<file path="src/rtl/rhc_pkg.sv">
// Shared types, constants and arithmetic helpers for the RGB to HSV converter.
// Used by rhc_div_pipe and rgb_to_hsv_convert_top; depends on nothing else.
package rhc_pkg;

  // Quotient widths: saturation is 0..4095, the hue offset is 0..60 degrees.
  localparam int SAT_Q_W    = 12;
  localparam int HUE_Q_W    = 6;
  // Divider stages; each retires an equal share of both quotients.
  localparam int DIV_STAGES = 3;
  localparam int SAT_STEPS  = SAT_Q_W / DIV_STAGES;
  localparam int HUE_STEPS  = HUE_Q_W / DIV_STAGES;

  localparam logic [9:0] BASE_RED       = 10'd0;
  localparam logic [9:0] BASE_GREEN     = 10'd120;
  localparam logic [9:0] BASE_BLUE      = 10'd240;
  localparam logic [9:0] HUE_FULL_TURN  = 10'd360;

  // Which channel holds the maximum, with red winning ties over green over blue.
  typedef enum logic [1:0] {
    SECT_RED,
    SECT_GREEN,
    SECT_BLUE
  } sector_t;

  // One pixel on its way through the dividers. Each remainder/word pair is a
  // restoring divider: the word shifts numerator bits out at the top and
  // quotient bits in at the bottom.
  typedef struct packed {
    logic [7:0]         mx;
    logic [7:0]         delta;
    sector_t            sector;
    logic               neg;
    logic [7:0]         srem;
    logic [SAT_Q_W-1:0] sword;
    logic [7:0]         hrem;
    logic [HUE_Q_W-1:0] hword;
  } div_t;

  typedef struct packed {
    logic [7:0] rem;
    logic       qbit;
  } step_t;

  // One restoring division step. The remainder stays below the divisor, so
  // the shifted value stays below twice the divisor and fits after subtraction.
  function automatic step_t div_step(logic [7:0] rem, logic [7:0] den, logic inb);
    logic [8:0] t;
    step_t      r;
    t = {rem, inb};
    if (t >= {1'b0, den}) begin
      r.rem  = 8'(t - {1'b0, den});
      r.qbit = 1'b1;
    end else begin
      r.rem  = t[7:0];
      r.qbit = 1'b0;
    end
    return r;
  endfunction

  // Work done by one divider stage on both quotients.
  function automatic div_t div_advance(div_t d);
    div_t  r;
    step_t s;
    r = d;
    for (int k = 0; k < SAT_STEPS; k++) begin
      s       = div_step(r.srem, r.mx, r.sword[SAT_Q_W-1]);
      r.srem  = s.rem;
      r.sword = {r.sword[SAT_Q_W-2:0], s.qbit};
    end
    for (int k = 0; k < HUE_STEPS; k++) begin
      s       = div_step(r.hrem, r.delta, r.hword[HUE_Q_W-1]);
      r.hrem  = s.rem;
      r.hword = {r.hword[HUE_Q_W-2:0], s.qbit};
    end
    return r;
  endfunction

endpackage

</file>
<file path="src/rtl/rhc_div_pipe.sv">
// Pipelined restoring dividers for saturation and hue, DIV_STAGES register stages.
// Depends on rhc_pkg for the stage payload type and the division step.
module rhc_div_pipe (
  input  logic         clk,
  input  logic         rst,
  input  logic         in_valid,
  output logic         in_ready,
  input  rhc_pkg::div_t in_data,
  output logic         out_valid,
  input  logic         out_ready,
  output rhc_pkg::div_t out_data
);
  import rhc_pkg::*;

  logic [DIV_STAGES-1:0] v;
  logic [DIV_STAGES:0]   rdy;
  logic [DIV_STAGES-1:0] vin;
  div_t                  src [DIV_STAGES];
  div_t                  st  [DIV_STAGES];

  assign src[0]          = in_data;
  assign vin[0]          = in_valid;
  assign rdy[DIV_STAGES] = out_ready;
  assign in_ready        = rdy[0];
  assign out_valid       = v[DIV_STAGES-1];
  assign out_data        = st[DIV_STAGES-1];

  for (genvar i = 0; i < DIV_STAGES; i++) begin : g_stage
    div_t nxt;

    assign nxt        = div_advance(src[i]);
    // A stage takes a new beat when it is empty or its own beat moves on.
    assign rdy[i]     = !v[i] || rdy[i+1];

    if (i > 0) begin : g_link
      assign src[i] = st[i-1];
      assign vin[i] = v[i-1];
    end

    always_ff @(posedge clk) begin
      if (rst) begin
        v[i] <= 1'b0;
      end else if (rdy[i]) begin
        v[i] <= vin[i];
      end
    end

    always_ff @(posedge clk) begin
      if (rdy[i]) begin
        st[i] <= nxt;
      end
    end
  end

endmodule

</file>
<file path="src/rtl/rgb_to_hsv_convert_top.sv">
// Top level of the RGB to HSV converter: front stage, divider pipeline, output register.
// Depends on rhc_pkg and rhc_div_pipe.
//
// Usage: one RGB pixel enters per beat on the input channel (in_valid/in_ready with
// red, green, blue) and one HSV result leaves per beat on the output channel
// (out_valid/out_ready with hue, saturation, brightness). Brightness is the largest
// channel, saturation is 4095*(max-min)/max truncated, and hue is in 1/64 degree.
// Path: a pixel accepted at the input passes s1, the three divider stages and the
// output register before out_valid rises. Throughput: one pixel per clock cycle
// while out_ready is high. The rate is set by the divider pipeline: three stages,
// each retiring four saturation quotient bits and two hue quotient bits.
// Every stage has its own valid bit and takes a new beat whenever it is empty or
// its beat moves on, so bubbles close up while the receiver stalls; in_ready only
// falls once all five stages hold a pixel and out_ready is low. Nothing is dropped
// or repeated during a stall.
// Reset (rst, synchronous, active high) empties every stage; no result is pending
// after reset and the block has no other state.
module rgb_to_hsv_convert_top (
  input  logic        clk,
  input  logic        rst,
  input  logic        in_valid,
  output logic        in_ready,
  input  logic [7:0]  red,
  input  logic [7:0]  green,
  input  logic [7:0]  blue,
  output logic        out_valid,
  input  logic        out_ready,
  output logic [14:0] hue,
  output logic [11:0] saturation,
  output logic [7:0]  brightness
);
  import rhc_pkg::*;

  // Front stage: extremes, sector, signed difference, and both numerators.
  logic [7:0]  mx;
  logic [7:0]  mn;
  logic [7:0]  delta;
  logic [7:0]  pa;
  logic [7:0]  pb;
  logic [7:0]  mag;
  logic        neg;
  sector_t     sec;
  logic [19:0] sat_num;
  logic [13:0] hue_num;
  div_t        prep;

  always_comb begin
    mx = red;
    if (green > mx) mx = green;
    if (blue > mx) mx = blue;
    mn = red;
    if (green < mn) mn = green;
    if (blue < mn) mn = blue;
    delta = mx - mn;

    // Ties go to red first, then green.
    if (mx == red) begin
      sec = SECT_RED;
    end else if (mx == green) begin
      sec = SECT_GREEN;
    end else begin
      sec = SECT_BLUE;
    end

    unique case (sec)
      SECT_RED: begin
        pa = green;
        pb = blue;
      end
      SECT_GREEN: begin
        pa = blue;
        pb = red;
      end
      default: begin
        pa = red;
        pb = green;
      end
    endcase

    neg = pa < pb;
    mag = neg ? (pb - pa) : (pa - pb);

    // 4095*delta and 60*mag by shifts and one subtraction each.
    sat_num = {delta, 12'b0} - {12'b0, delta};
    hue_num = {mag, 6'b0} - {4'b0, mag, 2'b0};

    // Both quotients are known to fit their widths, so the upper numerator bits
    // already form a remainder below the divisor.
    prep.mx     = mx;
    prep.delta  = delta;
    prep.sector = sec;
    prep.neg    = neg;
    prep.srem   = sat_num[19:SAT_Q_W];
    prep.sword  = sat_num[SAT_Q_W-1:0];
    prep.hrem   = hue_num[13:HUE_Q_W];
    prep.hword  = hue_num[HUE_Q_W-1:0];
  end

  logic  s1_valid;
  logic  s1_load;
  div_t  s1;
  logic  div_in_ready;
  logic  div_out_valid;
  logic  div_out_ready;
  div_t  div_out;

  assign s1_load  = !s1_valid || div_in_ready;
  assign in_ready = s1_load;

  always_ff @(posedge clk) begin
    if (rst) begin
      s1_valid <= 1'b0;
    end else if (s1_load) begin
      s1_valid <= in_valid;
    end
  end

  always_ff @(posedge clk) begin
    if (s1_load) begin
      s1 <= prep;
    end
  end

  rhc_div_pipe u_div (
    .clk       (clk),
    .rst       (rst),
    .in_valid  (s1_valid),
    .in_ready  (div_in_ready),
    .in_data   (s1),
    .out_valid (div_out_valid),
    .out_ready (div_out_ready),
    .out_data  (div_out)
  );

  // Final stage: place the hue offset around its sector base and wrap negatives.
  logic [9:0]        base;
  logic [9:0]        qx;
  logic signed [9:0] hdeg;
  logic [14:0]       hue_next;
  logic [11:0]       sat_next;
  logic              out_load;

  always_comb begin
    unique case (div_out.sector)
      SECT_RED:   base = BASE_RED;
      SECT_GREEN: base = BASE_GREEN;
      default:    base = BASE_BLUE;
    endcase
    qx   = {{(10-HUE_Q_W){1'b0}}, div_out.hword};
    hdeg = div_out.neg ? signed'(base - qx) : signed'(base + qx);
    if (hdeg < 0) begin
      hdeg = hdeg + signed'(HUE_FULL_TURN);
    end
    // A gray pixel has no hue, and black has no saturation.
    hue_next = (div_out.delta == 8'd0) ? 15'd0 : {hdeg[8:0], 6'b0};
    sat_next = (div_out.mx == 8'd0) ? 12'd0 : div_out.sword;
  end

  assign out_load      = !out_valid || out_ready;
  assign div_out_ready = out_load;

  always_ff @(posedge clk) begin
    if (rst) begin
      out_valid <= 1'b0;
    end else if (out_load) begin
      out_valid <= div_out_valid;
    end
  end

  always_ff @(posedge clk) begin
    if (out_load && div_out_valid) begin
      hue        <= hue_next;
      saturation <= sat_next;
      brightness <= div_out.mx;
    end
  end

`ifndef NO_ASSERTIONS
  // Backpressure only ever comes from the receiver, through a full pipeline.
  a_stall_source: assert property (@(posedge clk) disable iff (rst)
    !in_ready |-> (s1_valid && out_valid && !out_ready))
    else $error("input stalled while the pipeline has room");

  // Hue always lands below a full turn and on whole-degree steps.
  a_hue_range: assert property (@(posedge clk) disable iff (rst)
    out_valid |-> (hue < 15'd23040 && hue[5:0] == 6'd0))
    else $error("hue out of range");

  // A black pixel carries neither hue nor saturation.
  a_black: assert property (@(posedge clk) disable iff (rst)
    (out_valid && brightness == 8'd0) |-> (saturation == 12'd0 && hue == 15'd0))
    else $error("black pixel with nonzero hue or saturation");

  // A beat taken by the output register while it was free shows up next cycle.
  a_out_fill: assert property (@(posedge clk) disable iff (rst)
    (out_load && div_out_valid) |=> out_valid)
    else $error("result lost on its way into the output register");
`endif

endmodule
</file>
<file path="config.mk">
export PLATFORM = sky130hd
export DESIGN_NAME = rgb_to_hsv_convert_top
export DESIGN_NICKNAME = d
export VERILOG_FILES = /design/src/rtl/rhc_pkg.sv /design/src/rtl/rhc_div_pipe.sv /design/src/rtl/rgb_to_hsv_convert_top.sv
export SDC_FILE = /design/constraint.sdc
export NUM_CORES = 1
export LEC_CHECK = 0
export CORE_MARGIN = 2
export CORE_UTILIZATION = 35
export DETAILED_ROUTE_END_ITERATION = 10
export DONT_BUFFER_PORTS = 1
export PLACE_DENSITY = 0.53
export SYNTH_ARGS = -nofsm -noshare
export SYNTH_HDL_FRONTEND = slang
export SYNTH_SLANG_ARGS = --single-unit
</file>
<file path="constraint.sdc">
create_clock -name clk -period 10 [get_ports clk]
set_clock_uncertainty 0.2 [all_clocks]
set_input_delay 2 -clock clk [delete_from_list [all_inputs] [get_ports clk]]
set_output_delay 2 -clock clk [all_outputs]
set_load 0.02 [all_outputs]
</file>
### After elaboration in Yosys (flattened, before gate mapping)

Memory sizes are Yosys's and may differ from the RTL's.
Index checks and enable logic that the tools add are counted.

* memories kept: 1
* input bits: 28
* latch bits: 0
* register bits after elaboration: 93
* bits in writable memories: 159
* output and inout port bits: 37
* word-level logic and storage cells: 123
* ROM bits: 0

* reductions and logical operators: 15
* order comparisons: 24
* bitwise logic cells: 0
* shifts and indexed selects: 0
* $mul: 0
* mux-type cells: 36
* divide/modulo/power cells: 0
* $add $sub $neg: 26
* equality and inequality tests: 4

Memory list
* u_div.st: words 3, width 53, read ports 3, clocked after Yosys merged registers in 0, write ports 3, RTL line rhc_div_pipe.sv:19 `div_t st [DIV_STAGES];`

Operators with widths (count)
* $mux 9: 19
* $sub 8x8->8: 21
* $ge 9x8->1: 18
* $pmux 8 s2: 3
* $mux 8: 5
* $lt 8x8->1: 3
* $sub 20x8->20: 1
* $eq 8x8->1: 2
* $gt 8x8->1: 2
* $logic_not 8->1: 2
* $sub 14x10->14: 1
* $add 10x6->10: 1
* $lt 10x1->1 const B: 1
* $mux 10: 1
* $sub 10x6->10: 1
* $add 9x9->9 const B: 1
* $mux 1: 6
* $logic_not 1->1: 5
* $logic_or 1x1->1: 5
* $eq 2x1->1 const B: 2
* $logic_not 2->1: 2
* $mux 2: 2
* $logic_and 1x1->1: 1

### Logic depth before layout (Yosys ltp)

Gate-level depths: netlist of run 1.

* depth in word-level cells: 12
* gate-level depth with buffers: 43
* depth with buffers taken out: 38

### By module

A second synthesis of run 1 with hierarchy kept.

* cell total of the unflattened synthesis: 1830
* area total of the unflattened synthesis: 19079.5 um2

By module, submodules not included
* rhc_div_pipe: seq. area each 4834.6 um2, instances 1, area an instance 12562.0 um2, cells an instance 1182
* rgb_to_hsv_convert_top: seq. area each 2412.3 um2, instances 1, area an instance 6517.5 um2, cells an instance 648

### Worst setup path before layout of run 1

No wires, ideal clock.

* path kind: input to register
* from: input port green[0]
* to: register s1[13] (netlist bit) (data pin)
* setup time: 0.263 ns
* required time: 9.537 ns
* arrival: 10.000 ns
* stages on the path: 39
* slack: -0.463 ns
* path buffers: 8
* path through: clkbuf_1 -> inv_1 -> ha_1 -> nor2b_1 -> o31ai_1 -> a21o_1 -> a21oi_1 -> buf_2 -> buf_2 -> buf_1 -> nor2_1 -> a21oi_1 -> ha_1 -> nand3_1 -> nor2_1 -> a32oi_1 -> clkbuf_1 -> nand2_1 -> [... 3 more ...] -> buf_2 -> mux2i_1 -> mux2_2 -> ha_1 -> or4_1 -> o21ai_1 -> buf_2 -> mux2_2 -> a221oi_1 -> o21ba_2 -> xnor2_1 -> inv_1 -> ha_1 -> and3_1 -> a211o_1 -> o211a_1 -> nor3b_1 -> xnor2_1

* longest elaborated chain between the ends: 12
* elaborated cells between the ends (all ways): 17
* classes of those cells: add/sub: 3; order compare: 3; eq/ne: 3; mux: 7; reduce/logical: 1

Ends and longest elaborated chain
* start: declaration: RTL line rgb_to_hsv_convert_top.sv:24 `input logic [7:0] green,`
* $gt 8x8->1: RTL line rgb_to_hsv_convert_top.sv:49 `if (green > mx) mx = green;`
* $mux 8: RTL line rgb_to_hsv_convert_top.sv:49
* $gt 8x8->1: RTL line rgb_to_hsv_convert_top.sv:50 `if (blue > mx) mx = blue;`
* $mux 8: RTL line rgb_to_hsv_convert_top.sv:50
* $eq 8x8->1: RTL line rgb_to_hsv_convert_top.sv:59 `end else if (mx == green) begin`
* $mux 2: RTL line rgb_to_hsv_convert_top.sv:59
* $mux 2: RTL line rgb_to_hsv_convert_top.sv:57 `if (mx == red) begin`
* $eq 2x1->1 / $logic_not 2->1 (equally long branches): RTL line rgb_to_hsv_convert_top.sv:65 `unique case (sec)`
* $pmux 8 s2: RTL line rgb_to_hsv_convert_top.sv:65
* $lt 8x8->1 *: RTL line rgb_to_hsv_convert_top.sv:80 `neg = pa < pb;`
* named net neg: RTL line rgb_to_hsv_convert_top.sv:41 `logic neg;`
* $mux 8 *: RTL line rgb_to_hsv_convert_top.sv:81 `mag = neg ? (pb - pa) : (pa - pb);`
* $sub 14x10->14 *: RTL line rgb_to_hsv_convert_top.sv:85 `hue_num = {mag, 6'b0} - {4'b0, mag, 2'b0};`
* named net hue_num[13]: RTL line rgb_to_hsv_convert_top.sv:44 `logic [13:0] hue_num;`
* end signal: assignment: RTL line rgb_to_hsv_convert_top.sv:120 `s1 <= prep;`
* end: declaration: RTL line rgb_to_hsv_convert_top.sv:101 `div_t s1;`

The timed path passes the listed nets; every way through them passes the cells marked *.
A chain may end at the register's enable or synchronous reset.

### Worst setup path after layout of run 1

* from: input port red[3]
* to: register s1[11] (netlist bit) (data pin)

* longest elaborated chain between the ends: 12
* elaborated cells between the ends (all ways): 17
* classes of those cells: add/sub: 3; order compare: 3; eq/ne: 3; mux: 7; reduce/logical: 1

Ends and longest elaborated chain
* start: declaration: RTL line rgb_to_hsv_convert_top.sv:23 `input logic [7:0] red,`
* $gt 8x8->1: RTL line rgb_to_hsv_convert_top.sv:49
* $mux 8: RTL line rgb_to_hsv_convert_top.sv:49
* $gt 8x8->1: RTL line rgb_to_hsv_convert_top.sv:50
* $mux 8: RTL line rgb_to_hsv_convert_top.sv:50
* $eq 8x8->1: RTL line rgb_to_hsv_convert_top.sv:59
* $mux 2: RTL line rgb_to_hsv_convert_top.sv:59
* $mux 2: RTL line rgb_to_hsv_convert_top.sv:57
* $eq 2x1->1 / $logic_not 2->1 (equally long branches): RTL line rgb_to_hsv_convert_top.sv:65
* $pmux 8 s2: RTL line rgb_to_hsv_convert_top.sv:65
* $sub 8x8->8 / $lt 8x8->1 (equally long branches): RTL line rgb_to_hsv_convert_top.sv:81, rgb_to_hsv_convert_top.sv:80
* $mux 8 *: RTL line rgb_to_hsv_convert_top.sv:81
* $sub 14x10->14 *: RTL line rgb_to_hsv_convert_top.sv:85
* named net hue_num[11]: RTL line rgb_to_hsv_convert_top.sv:44

Marked as above.

==> run_summary.xml, run 1 <==
<?xml version="1.0" encoding="UTF-8"?>
<metrics>
  <group name="run_status">
    <metric name="status" unit="">complete, no violations</metric>
  </group>
  <group name="drt">
    <metric name="detail_route.vias_per_cell" unit="">5.177</metric>
    <metric name="first_pass_iters" unit="">5</metric>
    <metric name="wirelength" unit="mm">42.01</metric>
    <metric name="antenna_violating_nets_post_route" unit="">0</metric>
    <metric name="detail_route.wl_per_cell" unit="µm">17.03</metric>
    <metric name="drcViolationCount" unit="">0</metric>
    <metric name="drt_iter0_drc" unit="">717</metric>
    <metric name="route.vias.total" unit="">12766</metric>
  </group>
  <group name="timing">
    <metric name="finalCriticalPeriod" unit="ps">9503</metric>
    <metric name="rsz0062_at_grt" unit="">no</metric>
    <metric name="max-slew-margin-rel" unit="%">27.33</metric>
    <metric name="worst_slew_pin_slew" unit="ps">1090</metric>
    <metric name="count_of_final_setup_violators" unit="">0</metric>
    <metric name="highest_achievable_clock_rate" unit="MHz">105.2</metric>
    <metric name="post-route-period-util" unit="%">95.03</metric>
    <metric name="final-hold-violation-count" unit="">0</metric>
    <metric name="drv_slew" unit="">0</metric>
  </group>
  <group name="yosys">
    <metric name="synth_top_family_by_area" unit="">adder cells</metric>
    <metric name="synth-async-reset-ratio" unit="%">0</metric>
    <metric name="synth-seq-area-share" unit="%">37.42</metric>
    <metric name="synth.lib_cells_used.distinct" unit="">76</metric>
    <metric name="synth_enable_flop_cells" unit="">216</metric>
    <metric name="synth_warnings" unit="">0</metric>
    <metric name="yosysMostFrequentCell" unit="">sky130_fd_sc_hd__edfxtp_1</metric>
    <metric name="synth.cells.most_frequent" unit="">sky130_fd_sc_hd__edfxtp_1 (216), sky130_fd_sc_hd__ha_1 (203), sky130_fd_sc_hd__inv_1 (176)</metric>
    <metric name="synth.top_cells.by_area" unit="">sky130_fd_sc_hd__edfxtp_1 (37%), sky130_fd_sc_hd__ha_1 (14%), sky130_fd_sc_hd__mux2_2 (5.4%), sky130_fd_sc_hd__xnor2_1 (4.0%), sky130_fd_sc_hd__inv_1 (3.8%)</metric>
    <metric name="post_synth_fa_ha_maj_area_fraction" unit="%">16.76</metric>
    <metric name="yosys_most_used_dff" unit="">sky130_fd_sc_hd__edfxtp_1</metric>
    <metric name="synthesis.area_per_instance" unit="µm²">10.25</metric>
    <metric name="yosys_register_bits" unit="">221</metric>
    <metric name="synth_simple_gate_area_share" unit="%">11.31</metric>
    <metric name="post-synth-top-area-cell" unit="">sky130_fd_sc_hd__edfxtp_1</metric>
    <metric name="post_synth_xor_area_fraction" unit="%">5.324</metric>
    <metric name="syn_area" unit="µm²">17600</metric>
    <metric name="synth_compound_gate_area_share" unit="%">15.37</metric>
    <metric name="post_synth_inst_count" unit="">1717</metric>
    <metric name="muxShareOfSynthArea" unit="%">8.963</metric>
    <metric name="synthDominantCellAreaShare" unit="%">36.85</metric>
  </group>
  <group name="clock_tree">
    <metric name="cts_hold_buffers_added" unit="">0</metric>
    <metric name="cts_tree" unit="">built</metric>
    <metric name="clock_tree.buffer_depth" unit="">3</metric>
    <metric name="clkLatencyLatePin" unit="ps">530</metric>
    <metric name="clk_root_buffer_cell" unit="">sky130_fd_sc_hd__clkbuf_16</metric>
    <metric name="htreeDepth" unit="">1</metric>
    <metric name="clkSlewWorstSetupHoldPaths" unit="ps">70</metric>
    <metric name="cts_inserted_buffers" unit="">24</metric>
    <metric name="clock-sinks" unit="">221</metric>
  </group>
  <group name="final_layout">
    <metric name="antenna-diode-count" unit="">0</metric>
    <metric name="final_cells" unit="">2466</metric>
    <metric name="growth_of_design_area_from_synthesis_to_finish" unit="%">11.81</metric>
    <metric name="register_area" unit="µm²">6586</metric>
    <metric name="multi_input_comb_area" unit="µm²">10240</metric>
    <metric name="filler_cell_count" unit="">4905</metric>
    <metric name="share_of_final_layout_standard_cells_stronger_than_drive_strength_1" unit="%">12.43</metric>
    <metric name="design.final.nets" unit="">2028</metric>
  </group>
  <group name="die">
    <metric name="core_area" unit="µm²">49860</metric>
    <metric name="die_area" unit="µm²">52100</metric>
    <metric name="boundaryPins" unit="">65</metric>
    <metric name="die_w" unit="µm">228.3</metric>
    <metric name="floorplan.die.height" unit="µm">228.3</metric>
    <metric name="std_cell_rows" unit="">82</metric>
    <metric name="floorplan.initialDensity" unit="%">35.30</metric>
  </group>
  <group name="job">
    <metric name="max_cap_violations" unit="">0</metric>
  </group>
  <group name="critical_path">
    <metric name="crit_fanout" unit="">18</metric>
    <metric name="critical_path_arrival" unit="ps">9560</metric>
    <metric name="setup.worst_path.start_class" unit="">input pin</metric>
    <metric name="timing.setup.critical_path_class" unit="">in2reg</metric>
    <metric name="cp-end-kind" unit="">flop</metric>
    <metric name="worst_path_largest_cell_delay" unit="ps">460</metric>
    <metric name="r2r_cells" unit="">36</metric>
    <metric name="critical_path_required" unit="ps">10050</metric>
    <metric name="cpMostUsedCell" unit="">sky130_fd_sc_hd__ha_1</metric>
    <metric name="cpMaxStageDelayCell" unit="">sky130_fd_sc_hd__or4b_1</metric>
  </group>
  <group name="placement">
    <metric name="post-dp-hpwl" unit="mm">33.29</metric>
    <metric name="place.gp.congestion" unit="">0.9087</metric>
    <metric name="place.port_buffers" unit="">0</metric>
    <metric name="placed_instances" unit="">2420</metric>
  </group>
  <group name="worst_hold_path">
    <metric name="holdPathStages" unit="">0</metric>
    <metric name="hold_path_class" unit="">reg2reg</metric>
  </group>
  <group name="global_routing">
    <metric name="pin_count_of_the_biggest_net_entering_global_routing" unit="">51</metric>
    <metric name="grtUsageTotal" unit="%">16.08</metric>
    <metric name="grt_overflow_total" unit="">0</metric>
    <metric name="global_route_wire_length_before_repair" unit="mm">68.24</metric>
    <metric name="antenna_found_initial" unit="">1</metric>
    <metric name="via_count_of_the_first_global_routing_pass" unit="">12802</metric>
  </group>
</metrics>
==> flip-flops by register name, summed over array words and instances (netlist names) <==
name,cells
hue,9
u_div.out_valid,1
brightness,8
u_div.st,137
s1_valid,1
s1,50
out_valid,1
u_div.v,2
saturation,12
==> logic make-up after synthesis <==
family	after synthesis
other	1
xor gates and xnor gates	107
AOI/OAI and AO/OA	404
DFF	221
buffers and inverters	216
adders and majority gates	224
and+or+nand+nor	398
muxes	146
==> final timing paths <==
check / slack, ps / startpoint / to
hold reg to reg: 210 / u_div.st[0][70] / u_div.st[0][127]
hold / removal: 210 / u_div.st[0][70] / u_div.st[0][127]
setup / recovery: 500 / red[3] / s1[11]
setup reg to reg: 880 / s1[26] / u_div.st[0][33]
==> critical path: cells and delay by family <==
family                     cells  cell delay [ps]
AOI/OAI and AO/OA             14             2810
buffers and inverters          4              640
adders and majority gates      5             1520
xor gates and xnor gates       2              230
muxes                          3              770
and+or+nand+nor                8             1590
==> cell type report <==
type	count	area share, %
multi-input combinational	1285	52.05
timing repair buffer	68	2.657
clock buffer	28	3.236
tap	672	4.272
inverter	177	3.376
clock inverter	15	0.9409
sequential	221	33.46
==> cells in the final DEF (no fill, tap or decap), types with 24 or more instances in the layout <==
| cell type | instances |
|---|---|
| sky130_fd_sc_hd__mux2_2 | 84 |
| sky130_fd_sc_hd__o21ai_0 | 86 |
| sky130_fd_sc_hd__nand3_1 | 37 |
| sky130_fd_sc_hd__mux2i_1 | 55 |
| sky130_fd_sc_hd__nor3_1 | 28 |
| sky130_fd_sc_hd__a21o_1 | 38 |
| sky130_fd_sc_hd__and2_1 | 25 |
| sky130_fd_sc_hd__nand2b_1 | 24 |
| sky130_fd_sc_hd__a21oi_1 | 98 |
| sky130_fd_sc_hd__clkbuf_16 | 25 |
| sky130_fd_sc_hd__buf_4 | 67 |
| sky130_fd_sc_hd__o21a_1 | 26 |
| sky130_fd_sc_hd__xnor2_1 | 80 |
| sky130_fd_sc_hd__ha_1 | 203 |
| sky130_fd_sc_hd__nor2_1 | 111 |
| sky130_fd_sc_hd__nor2b_1 | 33 |
| sky130_fd_sc_hd__xor2_1 | 27 |
| sky130_fd_sc_hd__inv_1 | 175 |
| sky130_fd_sc_hd__edfxtp_1 | 216 |
| sky130_fd_sc_hd__nand2_1 | 67 |
==> per-stage QoR <==
stage / hold slack (ps) / setup WS [ps] / utilization (%) / TNS, ps / cell area (µm²)
final: 213.7 / 497.0 / 39.47 / 0 / 19680
after global routing: 225.8 / 61.21 / 39.47 / 0 / 19680
after CTS: 216.1 / 526.9 / 39.40 / 0 / 19650
after detailed placement: 204.5 / -14.47 / 37.75 / -14.47 / 18820
after global placement: 204.7 / 33.72 / 37.75 / 0 / 18820
after floorplan: 200.3 / 15.60 / - / 0 / 17670
==> what timing repair did <==
| item | 4_1_cts | 5_1_grt |
|---|---|---|
| endpoints found under the hold margin | 0 | 0 |
| setup buffers | 0 | 3 |
| resized for setup | 0 | 2 |
| endpoints found under the setup margin | 0 | 4 |
==> metal layers <==
metal  GRT usage (%)  wire length, µm  up-vias
met4           4.310              860        0
met2           27.16            19530      253
met1           21.63            19850     6027
met5               0                0        -
met3           2.138             1773       60
li1                -                -     6426
Power of run 1 is left out: the tool's default activity adds up to more than one toggle a clock period on the data nets, which glitch-free logic cannot reach.
==> inputs of run 2 (changes only) <==
--- a/config.mk
+++ b/config.mk
@@ -6,10 +6,10 @@
 export NUM_CORES = 1
 export LEC_CHECK = 0
 export CORE_MARGIN = 2
-export CORE_UTILIZATION = 35
+export CORE_UTILIZATION = 55
 export DETAILED_ROUTE_END_ITERATION = 10
 export DONT_BUFFER_PORTS = 1
-export PLACE_DENSITY = 0.53
+export PLACE_DENSITY = 0.75
 export SYNTH_ARGS = -nofsm -noshare
 export SYNTH_HDL_FRONTEND = slang
 export SYNTH_SLANG_ARGS = --single-unit
==> run 2 against run 1 <==
Effect of this change:
- worst setup slack gained 45 ps
- via count is 1.4% higher
- final cell count shrank 11%
- flip-flop and latch count did not move
- design area fell by 1.4%
- wire length fell by 5.3%
- maximum frequency increased by 0.47%
- sequential share of layout area is 0.47 points higher
- die area down 36%
- core utilization increased by 22 points
- critical path type unchanged
- largest cell class unchanged
==> run_summary.xml, run 2 (same netlist as run 1, synthesis figures left out) <==
<?xml version="1.0" encoding="UTF-8"?>
<metrics>
  <group name="run_status">
    <metric name="status" unit="">complete, no violations</metric>
  </group>
  <group name="final_layout">
    <metric name="share_of_final_layout_standard_cells_stronger_than_drive_strength_1" unit="%">12.07</metric>
    <metric name="max_flop_register" unit="">u_div.st</metric>
    <metric name="growth_of_design_area_from_synthesis_to_finish" unit="%">10.26</metric>
    <metric name="layout_common_cells" unit="">sky130_fd_sc_hd__edfxtp_1 (216), sky130_fd_sc_hd__ha_1 (203), sky130_fd_sc_hd__inv_1 (175)</metric>
    <metric name="filler_cell_count" unit="">2510</metric>
    <metric name="design.final.nets" unit="">2014</metric>
    <metric name="finalInstanceArea" unit="µm²">19410</metric>
    <metric name="biggestRegsByFlops" unit="">u_div.st (137), s1 (50), saturation (12)</metric>
    <metric name="multi_input_comb_area" unit="µm²">10280</metric>
    <metric name="layout.cells.most_common" unit="">sky130_fd_sc_hd__edfxtp_1</metric>
    <metric name="register_area" unit="µm²">6586</metric>
    <metric name="antenna-diode-count" unit="">0</metric>
    <metric name="flip_flop_count_of_the_largest_register_all_copies_and_words_added" unit="">137</metric>
  </group>
  <group name="worst_hold_path">
    <metric name="holdPathStages" unit="">0</metric>
    <metric name="hp-start" unit="">u_div.st[0][88]</metric>
    <metric name="hold_path_class" unit="">reg2reg</metric>
    <metric name="hold-path-endpoint" unit="">u_div.st[0][141]</metric>
  </group>
  <group name="drt">
    <metric name="detail_route.vias_per_cell" unit="">5.931</metric>
    <metric name="drt_iter0_drc" unit="">916</metric>
    <metric name="wirelength" unit="mm">39.78</metric>
    <metric name="antenna_violating_nets_post_route" unit="">0</metric>
    <metric name="first_pass_iters" unit="">5</metric>
    <metric name="detail_route.wl_per_cell" unit="µm">18.22</metric>
    <metric name="drcViolationCount" unit="">0</metric>
    <metric name="route.vias.total" unit="">12948</metric>
  </group>
  <group name="die">
    <metric name="die_area" unit="µm²">33450</metric>
    <metric name="floorplan.initialDensity" unit="%">55.79</metric>
    <metric name="core_area" unit="µm²">31560</metric>
    <metric name="die_w" unit="µm">182.9</metric>
    <metric name="boundaryPins" unit="">65</metric>
    <metric name="floorplan.die.height" unit="µm">182.9</metric>
    <metric name="std_cell_rows" unit="">65</metric>
  </group>
  <group name="critical_path">
    <metric name="cpMaxStageDelayCell" unit="">sky130_fd_sc_hd__or4b_1</metric>
    <metric name="critical_path_required" unit="ps">10050</metric>
    <metric name="setup.worst_path.start_class" unit="">input pin</metric>
    <metric name="critical_path.reg2reg.endpoint" unit="">u_div.st[0][120]</metric>
    <metric name="timing.critical_path.max_delay_family" unit="">compound AO/OA/AOI/OAI gates</metric>
    <metric name="timing.reg2reg.setup_slack" unit="ps">750</metric>
    <metric name="critical_path_arrival" unit="ps">9510</metric>
    <metric name="worst_path_largest_cell_delay" unit="ps">470</metric>
    <metric name="crit_buf_inv" unit="">5</metric>
    <metric name="cpMostUsedCell" unit="">sky130_fd_sc_hd__ha_1</metric>
    <metric name="r2r_cells" unit="">39</metric>
    <metric name="timing.setup.critical_path_class" unit="">in2reg</metric>
    <metric name="crit_fanout" unit="">18</metric>
    <metric name="rr_startpoint" unit="">u_div.st[0][99]</metric>
    <metric name="cp-end-kind" unit="">flop</metric>
  </group>
  <group name="clock_tree">
    <metric name="clock-sinks" unit="">221</metric>
    <metric name="htreeDepth" unit="">1</metric>
    <metric name="clk_root_buffer_cell" unit="">sky130_fd_sc_hd__clkbuf_16</metric>
    <metric name="cts_tree" unit="">built</metric>
    <metric name="clock_tree.buffer_depth" unit="">3</metric>
    <metric name="clkSlewWorstSetupHoldPaths" unit="ps">60</metric>
    <metric name="clkLatencyLatePin" unit="ps">530</metric>
    <metric name="cts_hold_buffers_added" unit="">0</metric>
    <metric name="cts_inserted_buffers" unit="">24</metric>
  </group>
  <group name="global_routing">
    <metric name="antenna_found_initial" unit="">0</metric>
    <metric name="pin_count_of_the_biggest_net_entering_global_routing" unit="">52</metric>
    <metric name="grtUsageTotal" unit="%">24.09</metric>
    <metric name="via_count_of_the_first_global_routing_pass" unit="">13055</metric>
    <metric name="grt_overflow_total" unit="">0</metric>
    <metric name="global_route_wire_length_before_repair" unit="mm">65.36</metric>
  </group>
  <group name="placement">
    <metric name="post-dp-hpwl" unit="mm">30.98</metric>
    <metric name="place.port_buffers" unit="">0</metric>
    <metric name="area_post_placement" unit="µm²">18390</metric>
    <metric name="place.gp.congestion" unit="">0.9526</metric>
  </group>
  <group name="timing">
    <metric name="post-route-period-util" unit="%">94.58</metric>
    <metric name="max-slew-margin-rel" unit="%">24.79</metric>
    <metric name="final-hold-violation-count" unit="">0</metric>
    <metric name="rsz0062_at_grt" unit="">yes</metric>
    <metric name="worst_slew_pin_slew" unit="ps">1124</metric>
    <metric name="drv_slew" unit="">0</metric>
    <metric name="count_of_final_setup_violators" unit="">0</metric>
    <metric name="finalCriticalPeriod" unit="ps">9458</metric>
    <metric name="highest_achievable_clock_rate" unit="MHz">105.7</metric>
  </group>
  <group name="job">
    <metric name="max_cap_violations" unit="">0</metric>
  </group>
</metrics>
==> run 2: changes by cell type in the layout (fill, tap and decap cells not counted), moves of 2 or more <==
cell,before,now
sky130_fd_sc_hd__bufinv_16,4,9
sky130_fd_sc_hd__clkinv_1,3,1
sky130_fd_sc_hd__inv_6,1,4
sky130_fd_sc_hd__a21oi_1,98,96
sky130_fd_sc_hd__clkinv_2,4,1
sky130_fd_sc_hd__buf_4,67,53
sky130_fd_sc_hd__a21oi_4,0,2
==> run 2: worst max path at each step <==
stage,from,endpoint,slack (ps),depth (start not counted)
3_5_place_dp,red[5],s1[11],-30,32
3_3_place_gp,red[1],s1[13],110,36
5_1_grt,red[1],s1[13],-30,37
2_1_floorplan,red[1],s1[13],20,40
6_report,red[1],s1[11],540,36
4_1_cts,red[1],s1[11],490,34
==> run 2: per-stage QoR <==
| step | hold slack [ps] | setup WS (ps) | TNS, ps | instances | util [%] |
|---|---|---|---|---|---|
| 2_1_floorplan | 200.3 | 15.60 | 0 | 1722 | - |
| 3_3_place_gp | 203.4 | 108.7 | 0 | 2137 | 58.26 |
| 3_5_place_dp | 204.5 | -28.14 | -34.75 | 2137 | 58.26 |
| 4_1_cts | 205.9 | 494.0 | 0 | 2181 | 61.29 |
| 5_1_grt | 218.5 | -30.29 | -30.29 | 2183 | 61.51 |
| 6_report | 217.5 | 541.8 | 0 | 2183 | 61.51 |
==> run 2: repair_timing <==
action	4_1_cts	5_1_grt
buffers inserted	0	2
hold endpoints to repair	0	0
endpoints found under the setup margin	0	11
gates resized for setup	0	10
==> run 2: per-layer routing <==
layer	global-route usage [%]	wire, µm	vias to the layer above	share of wire (%)
li1	-	-	6416	-
met5	0	0	-	0
met1	30.55	17440	6118	44
met4	7.040	1039	0	2.6
met2	43.04	19370	335	49
met3	3.197	1925	79	4.8
==> run 2: area by class of cell <==
| class | instances | share of cell area (%) |
|---|---|---|
| Clock buffer | 26 | 3.133 |
| Clock inverter | 18 | 1.792 |
| Multi-Input combinational cell | 1285 | 52.98 |
| Timing Repair Buffer | 54 | 2.153 |
| Inverter | 177 | 3.423 |
| Tap cell | 402 | 2.591 |
| Sequential cell | 221 | 33.93 |
Power of run 2 is left out for the same reason.
